--- src/design/tea_pkg.sv ---
`timescale 1ns / 1ps
// Shared types, constants and helpers for the TEA block cipher.
// Used by the channel interfaces, the key registers, the round cells and the top level.
package tea_pkg;

  localparam int unsigned WORD_W          = 32;
  localparam int unsigned CFG_IDX_W       = 8;
  localparam int unsigned CYCLE_COUNT_DEF = 32;

  // Round constant added to the running sum once per pair of half-round cells
  localparam logic [WORD_W-1:0] TEA_DELTA = 32'h9E37_79B9;

  typedef enum logic {
    TEA_OP_ENC = 1'b0,
    TEA_OP_DEC = 1'b1
  } tea_op_e;

  typedef enum logic [CFG_IDX_W-1:0] {
    REG_KEY_WORD0 = 8'd0,
    REG_KEY_WORD1 = 8'd1,
    REG_KEY_WORD2 = 8'd2,
    REG_KEY_WORD3 = 8'd3
  } tea_reg_e;

  // 128-bit key as four words
  typedef struct packed {
    logic [WORD_W-1:0] w0;
    logic [WORD_W-1:0] w1;
    logic [WORD_W-1:0] w2;
    logic [WORD_W-1:0] w3;
  } tea_key_t;

  // Block in flight along the cell row
  typedef struct packed {
    tea_op_e           op;
    logic [WORD_W-1:0] y;
    logic [WORD_W-1:0] z;
  } tea_data_t;

  // DELTA * cnt mod 2^32, evaluated at elaboration
  function automatic logic [WORD_W-1:0] tea_sum(input int unsigned cnt);
    logic [2*WORD_W-1:0] prod;
    prod = (2*WORD_W)'(TEA_DELTA) * (2*WORD_W)'(cnt);
    return prod[WORD_W-1:0];
  endfunction

endpackage

--- src/design/tea_cell.sv ---
`timescale 1ns / 1ps
// One half-round of TEA: a single register stage of the cell row.
// Depends on tea_pkg for types, the round constant and the sum helper.
module tea_cell #(
  parameter int unsigned CELL_IDX    = 0,
  parameter int unsigned CYCLE_COUNT = tea_pkg::CYCLE_COUNT_DEF
) (
  input  logic              clk_i,
  input  logic              rst_ni,
  input  tea_pkg::tea_key_t key_i,
  input  logic              valid_i,
  input  tea_pkg::tea_data_t data_i,
  output logic              ready_o,
  output logic              valid_o,
  output tea_pkg::tea_data_t data_o,
  input  logic              ready_i
);
  import tea_pkg::*;

  // Cell position: which cycle, which half of it
  localparam int unsigned CYC      = CELL_IDX / 2;
  localparam bit          SECOND_H = (CELL_IDX % 2) == 1;
  localparam logic [WORD_W-1:0] SUM_ENC = tea_sum(CYC + 1);
  localparam logic [WORD_W-1:0] SUM_DEC = tea_sum(CYCLE_COUNT - CYC);

  logic              valid_q, valid_d;
  tea_data_t         data_q, data_d;
  logic              upd_y;
  logic [WORD_W-1:0] x, s, ka, kb, tgt, mix, nxt;

  // Encryption updates y first, decryption undoes z first
  always_comb begin
    upd_y = (data_i.op == TEA_OP_ENC) ? !SECOND_H : SECOND_H;
    x     = upd_y ? data_i.z : data_i.y;
    tgt   = upd_y ? data_i.y : data_i.z;
    ka    = upd_y ? key_i.w0 : key_i.w2;
    kb    = upd_y ? key_i.w1 : key_i.w3;
    s     = (data_i.op == TEA_OP_ENC) ? SUM_ENC : SUM_DEC;
    mix   = ((x << 4) + ka) ^ (x + s) ^ ((x >> 5) + kb);
    nxt   = (data_i.op == TEA_OP_ENC) ? (tgt + mix) : (tgt - mix);
    data_d = data_i;
    if (upd_y) begin
      data_d.y = nxt;
    end else begin
      data_d.z = nxt;
    end
  end

  // Take a new transfer when empty or when the neighbor drains us
  assign ready_o = !valid_q || ready_i;
  assign valid_d = ready_o ? valid_i : valid_q;

  always_ff @(posedge clk_i or negedge rst_ni) begin
    if (!rst_ni) begin
      valid_q <= 1'b0;
    end else begin
      valid_q <= valid_d;
    end
  end

  always_ff @(posedge clk_i) begin
    if (valid_i && ready_o) begin
      data_q <= data_d;
    end
  end

  assign valid_o = valid_q;
  assign data_o  = data_q;

endmodule
--- config.mk ---
export PLATFORM = sky130hd
export DESIGN_NAME = tea_cell
export DESIGN_NICKNAME = d
export VERILOG_FILES = /design/src/design/tea_pkg.sv /design/src/design/tea_cell.sv
export SDC_FILE = /design/constraint.sdc
export NUM_CORES = 1
export LEC_CHECK = 0
export BUFFER_PORTS_ARGS = -buffer_cell sky130_fd_sc_hd__buf_2
export CORE_ASPECT_RATIO = 1.2
export CORE_MARGIN = 3
export CORE_UTILIZATION = 30
export CTS_CLUSTER_SIZE = 30
export DETAILED_ROUTE_END_ITERATION = 12
export HOLD_SLACK_MARGIN = 0.15
export PLACE_DENSITY = 0.56
export SYNTH_ARGS = -nofsm -noshare
export SYNTH_HDL_FRONTEND = slang
export SYNTH_SLANG_ARGS = --single-unit
--- constraint.sdc ---
create_clock -name clk_i -period 6.15 [get_ports clk_i]
set_input_delay 0.3075 -clock clk_i [delete_from_list [all_inputs] [get_ports clk_i]]
set_output_delay 0.3075 -clock clk_i [all_outputs]
set_load 0.1 [all_outputs]
# Word level (Yosys, flattened, before mapping)
# Cells that the tools add are included.
op_classes:
  n_reduce_logical: 3
  bitwise_logic: 2
  n_mux: 8
  add_sub_neg: 5
ops:
  columns: ["cell", "count"]
  rows:
  - ["2-to-1 mux 32 bit", 7]
  - ["adder 32 bit", 3]
  - ["bitwise XOR 32 bit", 2]
  - ["adder 27 x 32 -> 32 bit", 1]
  - ["subtractor 32 bit", 1]
  - ["2-to-1 mux 31 bit", 1]
  - ["logical AND 1 bit", 1]
  - ["logical NOT 1 bit", 1]
  - ["logical OR 1 bit", 1]
totals:
  inputBits: 197
  register_bits: 66
  elab_cells: 22

# Longest topological paths before layout
depth:
  word_depth: 7
  ltp_mapped: 38
  ltp_nobuf: 29

# Worst setup path before layout
# OpenSTA, ideal clock, no wires.
synth_timing:
  path_kind: "input -> register"
  from: "input data_i[64] (netlist bit)"
  to: "register data_q (netlist bit data_o[60]) (data pin)"
  slack_ps: -1632
  n_path_buf: 10
  arrival_time_ps: 7613
  setup_time_ps: 170
  cell_stages: 36
  path_cell_list: "buf_4 -> buf_4 -> buf_4 -> buf_4 -> buf_4 -> buf_2 -> clkbuf_1 -> clkbuf_1 -> clkbuf_1 -> clkbuf_1 -> mux2_2 -> ha_1 -> fa_1 -> a21oi_1 -> o22ai_1 -> o41ai_1 -> xnor2_1 -> xnor2_1 -> xor2_1 -> nor4_1 -> o21ai_0 -> xnor2_1 -> ha_1 -> a21o_1 -> a21o_1 -> a21o_1 -> a21oi_1 -> nor2b_1 -> o21ai_0 -> nand2b_1 -> a221o_1 -> o21ai_0 -> a21oi_1 -> o211a_1 -> o21a_1 -> o31ai_1"
synth_rtl:
  columns: ["element", "line", "rtl"]
  rows:
  - ["start: declaration", "tea_cell.sv:12", "input tea_pkg::tea_data_t data_i,"]
  - ["end signal: assignment", "tea_cell.sv:63", "data_q <= data_d;"]
  - ["end: declaration", "tea_cell.sv:27", "tea_data_t data_q, data_d;"]

==> flow_summary.ini <==
[critical_path]
slowest_stage = xnor3_1
cp.arrival_ns = 5.92
start_kind = primary input
cpMostUsedCell = buf_4
worst-setup-path-type = in -> reg
path_max_fanout = 25
critical-path-max-stage-delay_ns = 0.44
critPathRequiredTime_ns = 6.23
cp-end-kind = flip-flop

[synthesis]
synth_most_common_cell = xnor2_1
synth_enable_flop_cells = 65
yosysUniqueCellTypes = 94
netlist.area_leader.share_pct = 18.05
synth-seq-cells = 66
synth_fp_nets = 1560
synthTopCellsByCount = xnor2_1, nand2_1, ha_1
yosysSeqAreaShare_pct = 18.28
netlist_instances = 1265
synth_area_leaders = edfxtp_1, xnor2_1, ha_1, mux2_2, a21oi_1
netlist_area_mm2 = 0.01082
async_flop_share_pct = 1.515
synth_flop_cell = edfxtp_1
synth.avg_cell_area_um2 = 8.551
yosysWarnings = 0
yosys.area.top_type = edfxtp_1

[routing]
num_vias = 10610
ant_nets = 0
wl_per_cell_um = 17.50
drt-total-wl_mm = 36.64
dr.pass1.iters = 6
drt-initial-drc-count = 750
viasPerCell = 5.068
drc_errors = 0

[clock_tree]
cts-root-buf = clkbuf_16
cts_setup_buffers = 0
htreeDepth = 3
cts.path.max_buffers = 2
cts.reportedPaths.clkPinSlew_ns = 0.06
cts_made_buffers = 9
insertion_delay_ns = 0.34
cts_tree = done
cts_sinks = 66

[timing]
hold_viol_final = 0
slew_violations = 0
slew_headroom_pct = 45.96
worst_pin_slew_ns = 0.8106
setup_viol = 0
hold_ws_ns = 0.1709
postLayoutSetupSlackWorst_ns = 0.3081
finClkSkew_ns = 0.007485
layout_min_cycle_time_ns = 5.842
period_share_pct = 94.99
rsz0062_at_grt = no
fmax_ghz = 0.1712

[min_path]
worstHoldPathType = in -> reg

[floorplanning]
die_area_mm2 = 0.03838
io_pins = 264
row_count = 75
initial_core_util_pct = 30.66
core_mm2 = 0.03528
die_x_um = 179.3
fp.dieH_um = 214.0

[power]
p_per_area_mw_per_mm2 = 456.5
leakagePower_nw = 6.316
ir_drop_v = 0.0001900
power_mw = 6.418

[place]
port_buffers = 263
pre_cts_ws_ns = -0.04240
dp_cells = 2068
routabilityCongestion = 0.9361
dpl.hpwl_mm = 31.41
placed_area_mm2 = 0.01362

[global_routing]
grt.total_usage_pct = 18.46
grt_overflow = 0
grt_pass1_wl_mm = 55.71
grt_pass1_vias = 10280
antenna_found_initial = 9
grt_max_degree = 66

[run_status]
outcome = complete, no violations

[final_layout]
fin_cells = 2094
drive_above_1_share_pct = 34.07
syn_to_final_growth_pct = 29.97
design_area_mm2 = 0.01406
nets = 1913

[flow_run]
maxCapViolations = 0
## layout by cell type, fill, tap and decap left out, drive strengths merged, types with 16 or more instances in the layout
cell,synthesis,routed
buf,17,383
xnor2,149,149
nand2,120,120
o21ai,101,101
ha,95,95
a21oi,95,95
mux2,89,89
nor2,85,85
edfxtp,65,65
xor2,50,50
a21o,45,45
inv,36,36
nor3,21,21
nand3,20,20
mux2i,18,18
nand2b,18,18
o21bai,18,18
a31oi,18,18
nor2b,16,16
## metal layers
metal  part of all wire, %  wire [um]  GRT usage (%)  up-vias
met1                    47      17140          26.27     4856
met5                     0          0              0        -
met2                    45      16490          29.32      323
met4                   2.9       1058          6.421        0
met3                   5.3       1950          1.330       53
li1                      -          -              -     5380
## state kept, by name (all words and copies together) (netlist names)
signal / count
data_o: 65
valid_o: 1
## layout make-up
| cell class | count | area [um^2] |
|---|---|---|
| repair buffers | 384 | 2266 |
| fillers | 3644 | 21230 |
| clock buffers | 10 | 239.0 |
| diodes | 9 | 22.52 |
| well taps | 462 | 578.1 |
| clock inverters | 6 | 137.6 |
| inverters | 36 | 135.1 |
| flip-flops and latches | 66 | 1977 |
| multi-input cells | 1121 | 8703 |
## critical path, delay by kind of cell
| family | cells | cell delay, ns |
|---|---|---|
| XOR/XNOR | 4 | 0.98 |
| buffers and inverters | 6 | 0.83 |
| AND/OR/NAND/NOR | 5 | 1.05 |
| adder cells (fa/ha/maj) | 3 | 0.86 |
| multiplexers | 1 | 0.22 |
| AO/OA/AOI/OAI | 10 | 1.66 |
## worst paths after layout
| path | from | to | slack (ns) | cells after the start |
|---|---|---|---|---|
| worst max-delay path | data_i[64] | data_o[63] | 0.31 | 29 |
| worst min register to register | valid_o | valid_o | 0.54 | 2 |
| min in group asynchronous | rst_ni | valid_o | 0.27 | 2 |
| worst max register to register | valid_o | data_o[62] | 4.49 | 3 |
| max in group asynchronous | rst_ni | valid_o | 5.79 | 2 |
| worst min-delay path | valid_i | valid_o | 0.17 | 2 |
## where the power goes
group	switching, mW	total [mW]	internal (mW)
clock network	0.189	0.638	0.449
logic	3.12	5.00	1.88
registers	0.0315	0.777	0.745
## metrics by stage
step                      setup TNS, ns  util [%]
after global routing                  0     39.84
after floorplan                  -3.946         -
after CTS                             0     39.69
after global placement        -0.007970     38.60
final                                 0     39.84
after detailed placement       -0.04359     38.60
## kinds of logic after synthesis
group | synth area share, %
muxes | 10.93
DFF | 18.28
adders and majority gates | 11.54
AOI/OAI and AO/OA | 22.80
buffers and inverters | 3.146
xor gates and xnor gates | 17.44
and+or+nand+nor | 15.86
## repair_timing
action,4_1_cts,5_1_grt
hold buffers,1,0
setup endpoints to repair,0,5
hold endpoints to repair,1,0
resized for setup,0,5
Note: power is estimated with default switching activity, not from simulation.
