## src/design/tea_pkg.sv

```systemverilog
`timescale 1ns / 1ps
// Shared types, constants and helpers for the TEA block cipher.
// Used by the channel interfaces, the key registers, the round cells and the top level.
package tea_pkg;

  localparam int unsigned WORD_W          = 32;
  localparam int unsigned CFG_IDX_W       = 8;
  localparam int unsigned CYCLE_COUNT_DEF = 32;

  // Round constant added to the running sum once per pair of half-round cells
  localparam logic [WORD_W-1:0] TEA_DELTA = 32'h9E37_79B9;

  typedef enum logic {
    TEA_OP_ENC = 1'b0,
    TEA_OP_DEC = 1'b1
  } tea_op_e;

  typedef enum logic [CFG_IDX_W-1:0] {
    REG_KEY_WORD0 = 8'd0,
    REG_KEY_WORD1 = 8'd1,
    REG_KEY_WORD2 = 8'd2,
    REG_KEY_WORD3 = 8'd3
  } tea_reg_e;

  // 128-bit key as four words
  typedef struct packed {
    logic [WORD_W-1:0] w0;
    logic [WORD_W-1:0] w1;
    logic [WORD_W-1:0] w2;
    logic [WORD_W-1:0] w3;
  } tea_key_t;

  // Block in flight along the cell row
  typedef struct packed {
    tea_op_e           op;
    logic [WORD_W-1:0] y;
    logic [WORD_W-1:0] z;
  } tea_data_t;

  // DELTA * cnt mod 2^32, evaluated at elaboration
  function automatic logic [WORD_W-1:0] tea_sum(input int unsigned cnt);
    logic [2*WORD_W-1:0] prod;
    prod = (2*WORD_W)'(TEA_DELTA) * (2*WORD_W)'(cnt);
    return prod[WORD_W-1:0];
  endfunction

endpackage

```

## src/design/tea_cfg_if.sv

```systemverilog
`timescale 1ns / 1ps
// Configuration write channel: register index and write data.
// Depends on tea_pkg for the index and word widths.
interface tea_cfg_if;
  logic                          valid;
  logic                          ready;
  logic [tea_pkg::CFG_IDX_W-1:0] index;
  logic [tea_pkg::WORD_W-1:0]    data;

  modport source (output valid, output index, output data, input ready);
  modport sink   (input valid, input index, input data, output ready);
endinterface

```

## src/design/tea_key_regs.sv

```systemverilog
`timescale 1ns / 1ps
// Key register file: four 32-bit key words written over the config channel.
// Depends on tea_pkg and tea_cfg_if.
module tea_key_regs (
  input  logic              clk_i,
  input  logic              rst_ni,
  tea_cfg_if.sink           cfg_i,
  output tea_pkg::tea_key_t key_o
);
  import tea_pkg::*;

  tea_key_t key_q, key_d;

  // Always ready; writes to unknown indexes are dropped
  assign cfg_i.ready = 1'b1;

  always_comb begin
    key_d = key_q;
    if (cfg_i.valid) begin
      case (cfg_i.index)
        REG_KEY_WORD0: key_d.w0 = cfg_i.data;
        REG_KEY_WORD1: key_d.w1 = cfg_i.data;
        REG_KEY_WORD2: key_d.w2 = cfg_i.data;
        REG_KEY_WORD3: key_d.w3 = cfg_i.data;
        default:       key_d    = key_q;
      endcase
    end
  end

  always_ff @(posedge clk_i or negedge rst_ni) begin
    if (!rst_ni) begin
      key_q <= '0;
    end else begin
      key_q <= key_d;
    end
  end

  assign key_o = key_q;

endmodule

```

## src/flat_wrapper.sv

```systemverilog
// flat-port wrapper written by rule: the top's interface ports become plain ports
module tea_key_regs_flat import tea_pkg::*;
  (clk_i, rst_ni, key_o, cfg_i_valid, cfg_i_index, cfg_i_data, cfg_i_ready);
  tea_cfg_if cfg_i_i ();
  input  logic clk_i;
  input  logic rst_ni;
  output tea_pkg::tea_key_t key_o;
  input wire logic [$bits(cfg_i_i.valid)-1:0] cfg_i_valid;
  input wire logic [$bits(cfg_i_i.index)-1:0] cfg_i_index;
  input wire logic [$bits(cfg_i_i.data)-1:0] cfg_i_data;
  output wire logic [$bits(cfg_i_i.ready)-1:0] cfg_i_ready;
  assign cfg_i_i.valid = cfg_i_valid;
  assign cfg_i_i.index = cfg_i_index;
  assign cfg_i_i.data = cfg_i_data;
  assign cfg_i_ready = cfg_i_i.ready;
  tea_key_regs u_core (.clk_i(clk_i), .rst_ni(rst_ni), .cfg_i(cfg_i_i), .key_o(key_o));
endmodule
```

## config.mk

```make
export PLATFORM = sky130hd
export DESIGN_NAME = tea_key_regs_flat
export DESIGN_NICKNAME = d
export VERILOG_FILES = /design/src/design/tea_pkg.sv /design/src/design/tea_cfg_if.sv /design/src/design/tea_key_regs.sv /design/src/flat_wrapper.sv
export SDC_FILE = /design/constraint.sdc
export NUM_CORES = 1
export LEC_CHECK = 0
export BUFFER_PORTS_ARGS = -buffer_cell sky130_fd_sc_hd__buf_4
export CORE_UTILIZATION = 25
export CTS_BUF_LIST = sky130_fd_sc_hd__clkbuf_8
export DETAILED_ROUTE_END_ITERATION = 8
export GPL_ROUTABILITY_DRIVEN = 0
export HOLD_SLACK_MARGIN = 0.08
export MAX_ROUTING_LAYER = met4
export PLACE_DENSITY_LB_ADDON = 0.1
export SYNTH_ARGS = -nofsm -noshare
export SYNTH_HDL_FRONTEND = slang
export SYNTH_SLANG_ARGS = --single-unit
export TNS_END_PERCENT = 50
```

## constraint.sdc

```tcl
create_clock -name clk_i -period 0.9 [get_ports clk_i]
set_input_delay 0.18 -clock clk_i [delete_from_list [all_inputs] [get_ports clk_i]]
set_output_delay 0.18 -clock clk_i [all_outputs]
set_load 0.01 [all_outputs]
```

; ---- Word level (Yosys, flattened, before mapping)
; Index checks and enable logic that the tools add are counted.
[word_totals]
register_bits = 128
output_inout_bits = 129
in_bits = 43
wordCells = 12
[op_classes]
reduce_logical = 5
n_eq_ne = 3
[ops]
columns = operator, count
row1 = == test 8 x 2 -> 1 bit (second input constant), 2
row2 = == test 8 x 1 -> 1 bit (second input constant), 1
row3 = zero test 8 bit, 1
row4 = AND reduction 2 bit, 4

; ---- Logic depth before layout (Yosys ltp)
; Gate-level depths: netlist (run 1).
[depth]
word_depth = 2
mapped_depth = 5
mapped_depth_nobuf = 3

; ---- Least setup slack after synthesis (run 1)
; OpenSTA, ideal clock, no wires.
[synth_timing]
kind = in2reg
start = in cfg_i_index[6]
end = reg u_core.key_q, in the netlist u_core.key_o[100]
setup_ps = 125
t_required_ps = 775
stages = 5
t_arrival_ps = 1380
setup_slack_ps = -605
path_buffers = 2
cell_sequence = nor4b_2 > and4bb_1 > clkbuf_2 > buf_4 > mux2_2
[synth_between]
elab_chain_len = 2
[synth_rtl]
columns = element, line
row1 = from (decl), flat_wrapper.sv:9  ; input wire logic [$bits(cfg_i_i.index)-1:0] cfg_i_index;
row2 = zero test 8 bit, tea_key_regs.sv:20  ; case (cfg_i.index)
row3 = AND reduction 2 bit (no source line), n/a
row4 = to (signal assigned), tea_key_regs.sv:34  ; key_q <= key_d;
row5 = to (decl), tea_key_regs.sv:12  ; tea_key_t key_q, key_d;
; No other way between the ends.
; A chain may end at the register's enable or synchronous reset.

; ---- Worst setup path after layout (run 1)
[layout_timing]
start = in cfg_i_index[3]
end = reg u_core.key_q, in the netlist u_core.key_o[112]
; Same word-level chain as after synthesis.

==> run metrics, run 1 <==
DRC Markers 0; CTS Root Cell clkbuf_8; Clock Path Buffers 2; crit-path max cell delay 310 ps; Post-DRT Antenna Nets 0; Setup Viol. Count Final 256; overall power 13.1 mW; antenna violations before repair 0; total core area 18700 um^2; FF-to-FF End u_core.key_o[101]; DR iter-0 viols 67; P_int 10.2 mW; CTS tree yes; die area 19700 um^2; share of the synthesized area in the top cell type 0.669; combinational group share of total power 0.127; MaxCap Viol Count 0; Sw Ratio 0.221; TNS Setup -55270 ps; Yosys cell types 12; crit path launch cfg_i_index[3]; peak supply drop 0.865 mV; Routed WL per cell 16.9 um; Mapped Nets 320; H-Tree Depth 4; vias in the first global route 3541; total grt overflow 0; worst-skew pair later-pin latency 430 ps; Area Overhead vs Synth 71.2%; final worst setup slack -276 ps; Final Max Slew Viols 0; Pleak 4.24 nW; DRT Wirelength 13200 um; Fmax achieved 851 MHz; gr usage total 0.145; chip width 140 um; Placement Setup Slack -793 ps; Chip Height 140 um; post-synthesis register bit count 128; unrepaired setup endpoints after global routing yes; IO Count 172; pin count of the biggest net entering global routing 65; average size of a mapped cell 17.3 um^2; Reg2Reg Launch Point u_core.key_o[101]; IO Port Bufs 170; Clock Sinks 128; max reg flops 128; crit path launch type input pin; clk slew on worst S/H paths 70 ps; failing checks negative setup slack; crit path cell chain buf_6 -> nor4b_4 -> and4bb_4 -> buf_12 -> clkbuf_16 -> mux2_4; ANT cells 0; post-synthesis sequential area ratio 0.669; worst endpoint required time 1210 ps; drt pass-1 iters 4; Post-Synthesis Cells 277; clock network power share 0.399; crit path kind input pin to flip-flop; hold crit path type input pin to async pin; total CTS buffers 17; Ys Warns 0; Final Hold Viols 0; Crit Path Max Fanout 7; total number of vias 3281; PwrDens 1600 nW/um^2; global-route wire length before repair 20300 um; R2R Setup Slk -120 ps; critical path capture point type flip-flop; area leader, netlist dfrtp_1; worst clock skew 0 ps; fin nets 577; Inst Count DP 677; row count 50; Initial Utilization 0.256; share of post-route cells with drive strength above 1 0.694; part of the cycle the worst path needs 1.31; Synth area leaders dfrtp_1 67%, mux2_2 29%, buf_2 0.94%; cell area after synthesis 4780 um^2; P_sw 2.90 mW; WP data arrival 1490 ps; cell depth of the worst flop-to-flop path 3; Detailed Place HPWL 8270 um; vias per cell 4.21; run status finished with violations; WHS 312 ps; critical path's slowest cell and4bb_4; Layout Cells excl Fill 779; min Tclk post-route 1180 ps; sequential share of power 0.474
-- critical path: cells and delay by family --
family,cells,cell delay [ps]
buf+inv,3,400
mux,1,290
simple gates,2,600
-- cell families (layout without fill, tap and decap cells) --
group | count (synthesis) | after routing | share of synthesized area
DFF | 128 | 128 | 0.669
buffers and inverters | 14 | 282 | 0.0167
other | 1 | 1 | 0.000784
muxes | 128 | 128 | 0.301
and+or+nand+nor | 6 | 6 | 0.0118
-- final cells by class --
cell class,instances,area [um^2]
well taps,234,293
multi-input cells,135,1650
flip-flops and latches,128,3200
clock buffers,23,317
fillers,1715,10500
clock inverters,7,108
repair buffers,252,2620
-- layer usage --
layer	GRT usage	wire length, um	vias up	part of all wire
li1	-	-	1503	-
met1	0.169	5570	1656	0.42
met2	0.230	6550	108	0.50
met3	0.0554	874	14	0.066
met4	0.0474	151	0	0.011
met5	-	0	-	0
-- worst max path at each step --
stage                                   end  cells after the start
after global routing             key_o[111]                      1
after CTS                        key_o[112]                      1
after detailed placement  u_core.key_o[127]                      5
final                     u_core.key_o[112]                      6
after global placement    u_core.key_o[127]                      5
after floorplan           u_core.key_o[100]                      5
-- cell usage in the layout, fill, tap and decap left out --
| cell | Yosys | routed |
|---|---|---|
| clkinv_2 | 0 | 2 |
| nor3_4 | 0 | 1 |
| mux2_4 | 0 | 34 |
| clkbuf_8 | 0 | 23 |
| and4bb_4 | 0 | 1 |
| clkbuf_16 | 0 | 1 |
| nor4b_4 | 0 | 1 |
| buf_6 | 0 | 133 |
| nand4_1 | 1 | 1 |
| dfrtp_1 | 128 | 128 |
| inv_1 | 0 | 2 |
| buf_16 | 0 | 2 |
| nand4b_1 | 2 | 2 |
| bufbuf_16 | 0 | 1 |
| buf_12 | 0 | 5 |
| mux2_2 | 125 | 94 |
| buf_4 | 4 | 77 |
| dlygate4sd3_1 | 0 | 33 |
| conb_1 | 1 | 1 |
| bufinv_16 | 0 | 3 |
-- power groups by stage --
stage	logic (mW)	clock network, mW	registers [mW]
2_1_floorplan	0.302	0	6.40
3_3_place_gp	1.28	0	6.28
3_5_place_dp	1.30	0	6.28
4_1_cts	1.65	5.45	6.23
5_1_grt	1.79	5.74	6.25
6_report	1.66	5.24	6.23
-- cells in the mapped netlist, drive strengths merged --
library cell and count:
and4bb 1, dfrtp 128, buf 13, nor3 1
nand4 1, nor4b 1, mux2 128, clkbuf 1
nand4b 2, conb 1
-- through the flow --
step                instance area (um^2)   util
global route                        8190  0.438
CTS                                 8060  0.431
detailed placement                  6550  0.350
floorplan                           4980      -
global placement                    6550  0.350
finish                              8190  0.438
-- what timing repair did --
action,in CTS,in global routing
setup buffers,23,13
gates cloned,2,1
pin swaps,2,2
hold buffers,33,0
hold endpoints to repair,256,0
resized for setup,137,2
endpoints found under the setup margin,256,256
Note: power is estimated with default switching activity, not from simulation.
==> inputs of run 2 (changes only) <==
--- a/config.mk
+++ b/config.mk
@@ -5,10 +5,10 @@
 export SDC_FILE = /design/constraint.sdc
 export NUM_CORES = 1
 export LEC_CHECK = 0
-export BUFFER_PORTS_ARGS = -buffer_cell sky130_fd_sc_hd__buf_4
 export CORE_UTILIZATION = 25
 export CTS_BUF_LIST = sky130_fd_sc_hd__clkbuf_8
 export DETAILED_ROUTE_END_ITERATION = 8
+export DONT_BUFFER_PORTS = 1
 export GPL_ROUTABILITY_DRIVEN = 0
 export HOLD_SLACK_MARGIN = 0.08
 export MAX_ROUTING_LAYER = met4
==> run 2 against run 1 <==
The run ends with negative hold slack, negative setup slack left; sequential cell count stayed put; worst setup slack better by 22 ps; via count is 7.2% lower; count of clock-buffer cells in the layout is 4 lower; global-route usage is 0.69 points lower; maximum frequency is 1.9% higher; clock skew stayed put; routed wire length is 6.5% lower; critical path type is now flip-flop to output port; critical endpoint is now key_o[120].
==> run metrics, run 2 (synthesized netlist as in run 1, its figures left out) <==
antenna violations before repair 0; unrepaired setup endpoints after global routing yes; total number of vias 3044; fill count 1817; Chip Height 140 um; Clock Path Buffers 2; part of the cycle the worst path needs 1.28; PwrDens 1670 nW/um^2; post-layout util 0.397; min Tclk post-route 1150 ps; Pleak 3.81 nW; row count 50; DRC Markers 0; failing checks negative hold slack, negative setup slack; WP data arrival 970 ps; Sw Ratio 0.223; CP Buf/Inv Count 1; crit path launch type flip-flop; Detailed Place HPWL 7530 um; pin count of the biggest net entering global routing 129; total core area 18700 um^2; most common cell after layout, fill and taps aside dfrtp_1; P_sw 2.78 mW; Post-DRT Antenna Nets 0; Final Max Slew Viols 0; delay-heaviest family, CP flip-flops; Routed WL per cell 17.4 um; H-Tree Depth 4; Initial Utilization 0.256; P_int 9.67 mW; IO Count 172; gr usage total 0.138; peak supply drop 0.768 mV; worst-skew pair later-pin latency 430 ps; max reg flops 128; die area 19700 um^2; MaxCap Viol Count 0; drt pass-1 iters 4; crit-path max cell delay 410 ps; Final Hold Viols 128; IO Port Bufs 0; hold crit path type input pin to async pin; crit path kind flip-flop to output port; register area 3200 um^2; run status finished with violations; Setup Viol. Count Final 256; Area Overhead vs Synth 55.4%; Clock Sinks 128; sequential share of power 0.501; critical path capture point type output port; fin nets 503; vias in the first global route 3541; final worst setup slack -253 ps; Placement Setup Slack -581 ps; total CTS buffers 17; WHS -560 ps; ANT cells 0; commonest cells after routing, fill and taps aside 128 x dfrtp_1, 116 x buf_6, 94 x mux2_2, 34 x mux2_4, 32 x dlygate4sd3_1; DR iter-0 viols 45; multi-input combinational cell area 1650 um^2; combinational group share of total power 0.101; chip width 140 um; clock network power share 0.398; clk slew on worst S/H paths 70 ps; R2R Setup Slk -100 ps; total grt overflow 0; share of post-route cells with drive strength above 1 0.641; global-route wire length before repair 19600 um; CTS Root Cell clkbuf_8; CTS tree yes; Fmax achieved 867 MHz; CTS Hold Bufs 32; DRT Wirelength 12300 um; worst endpoint required time 720 ps; vias per cell 4.32; crit path cell chain buf_6; critical path's slowest cell dfrtp_1; Crit Path Max Fanout 2; worst clock skew 0 ps
## run 2: repair_timing
action | CTS | global route
setup endpoints to repair | 241 | 256
endpoints found under the hold margin | 256 | 128
gates cloned | 0 | 0
buffers inserted | 19 | 8
gates resized for setup | 115 | 4
## run 2: cell type report
class,instances,area share
repair buffers,178,0.256
flip-flops and latches,128,0.431
clock inverters,11,0.0170
multi-input cells,135,0.222
well taps,234,0.0394
clock buffers,19,0.0352
## run 2: stage by stage
| step | instances | area (um^2) | power [mW] | TNS (ps) |
|---|---|---|---|---|
| detailed placement | 616 | 6070 | 7.16 | -66360 |
| global placement | 616 | 6070 | 7.15 | -64450 |
| CTS | 697 | 7360 | 12.7 | -37100 |
| floorplan | 277 | 4980 | 6.70 | -57180 |
| global route | 705 | 7430 | 13.1 | -46460 |
| finish | 705 | 7430 | 12.5 | -35850 |
## run 2: final timing paths
path                                   start                 to  cells after the start
max                        u_core.key_o[120]         key_o[120]                      1
min                                   rst_ni   u_core.key_o[35]                      0
max reg2reg                u_core.key_o[101]  u_core.key_o[101]                      3
min reg2reg                  u_core.key_o[8]    u_core.key_o[8]                      1
max in group asynchronous             rst_ni   u_core.key_o[47]                      0
min in group clk_i            cfg_i_index[0]   u_core.key_o[30]                      3
## run 2: power by group through the flow
| stage | Combinational, mW | Clock (mW) | Sequential (mW) |
|---|---|---|---|
| 6_report | 1.25 | 4.96 | 6.24 |
| 3_5_place_dp | 0.858 | 0 | 6.30 |
| 5_1_grt | 1.34 | 5.46 | 6.27 |
| 3_3_place_gp | 0.854 | 0 | 6.29 |
| 2_1_floorplan | 0.302 | 0 | 6.40 |
| 4_1_cts | 1.24 | 5.23 | 6.23 |
## run 2: per-layer routing
layer | share of wire | track usage | vias to the layer above
li1 | - | - | 1345
met1 | 0.44 | 0.166 | 1580
met2 | 0.49 | 0.213 | 107
met3 | 0.056 | 0.0444 | 12
met4 | 0.014 | 0.0590 | 0
met5 | 0 | - | -
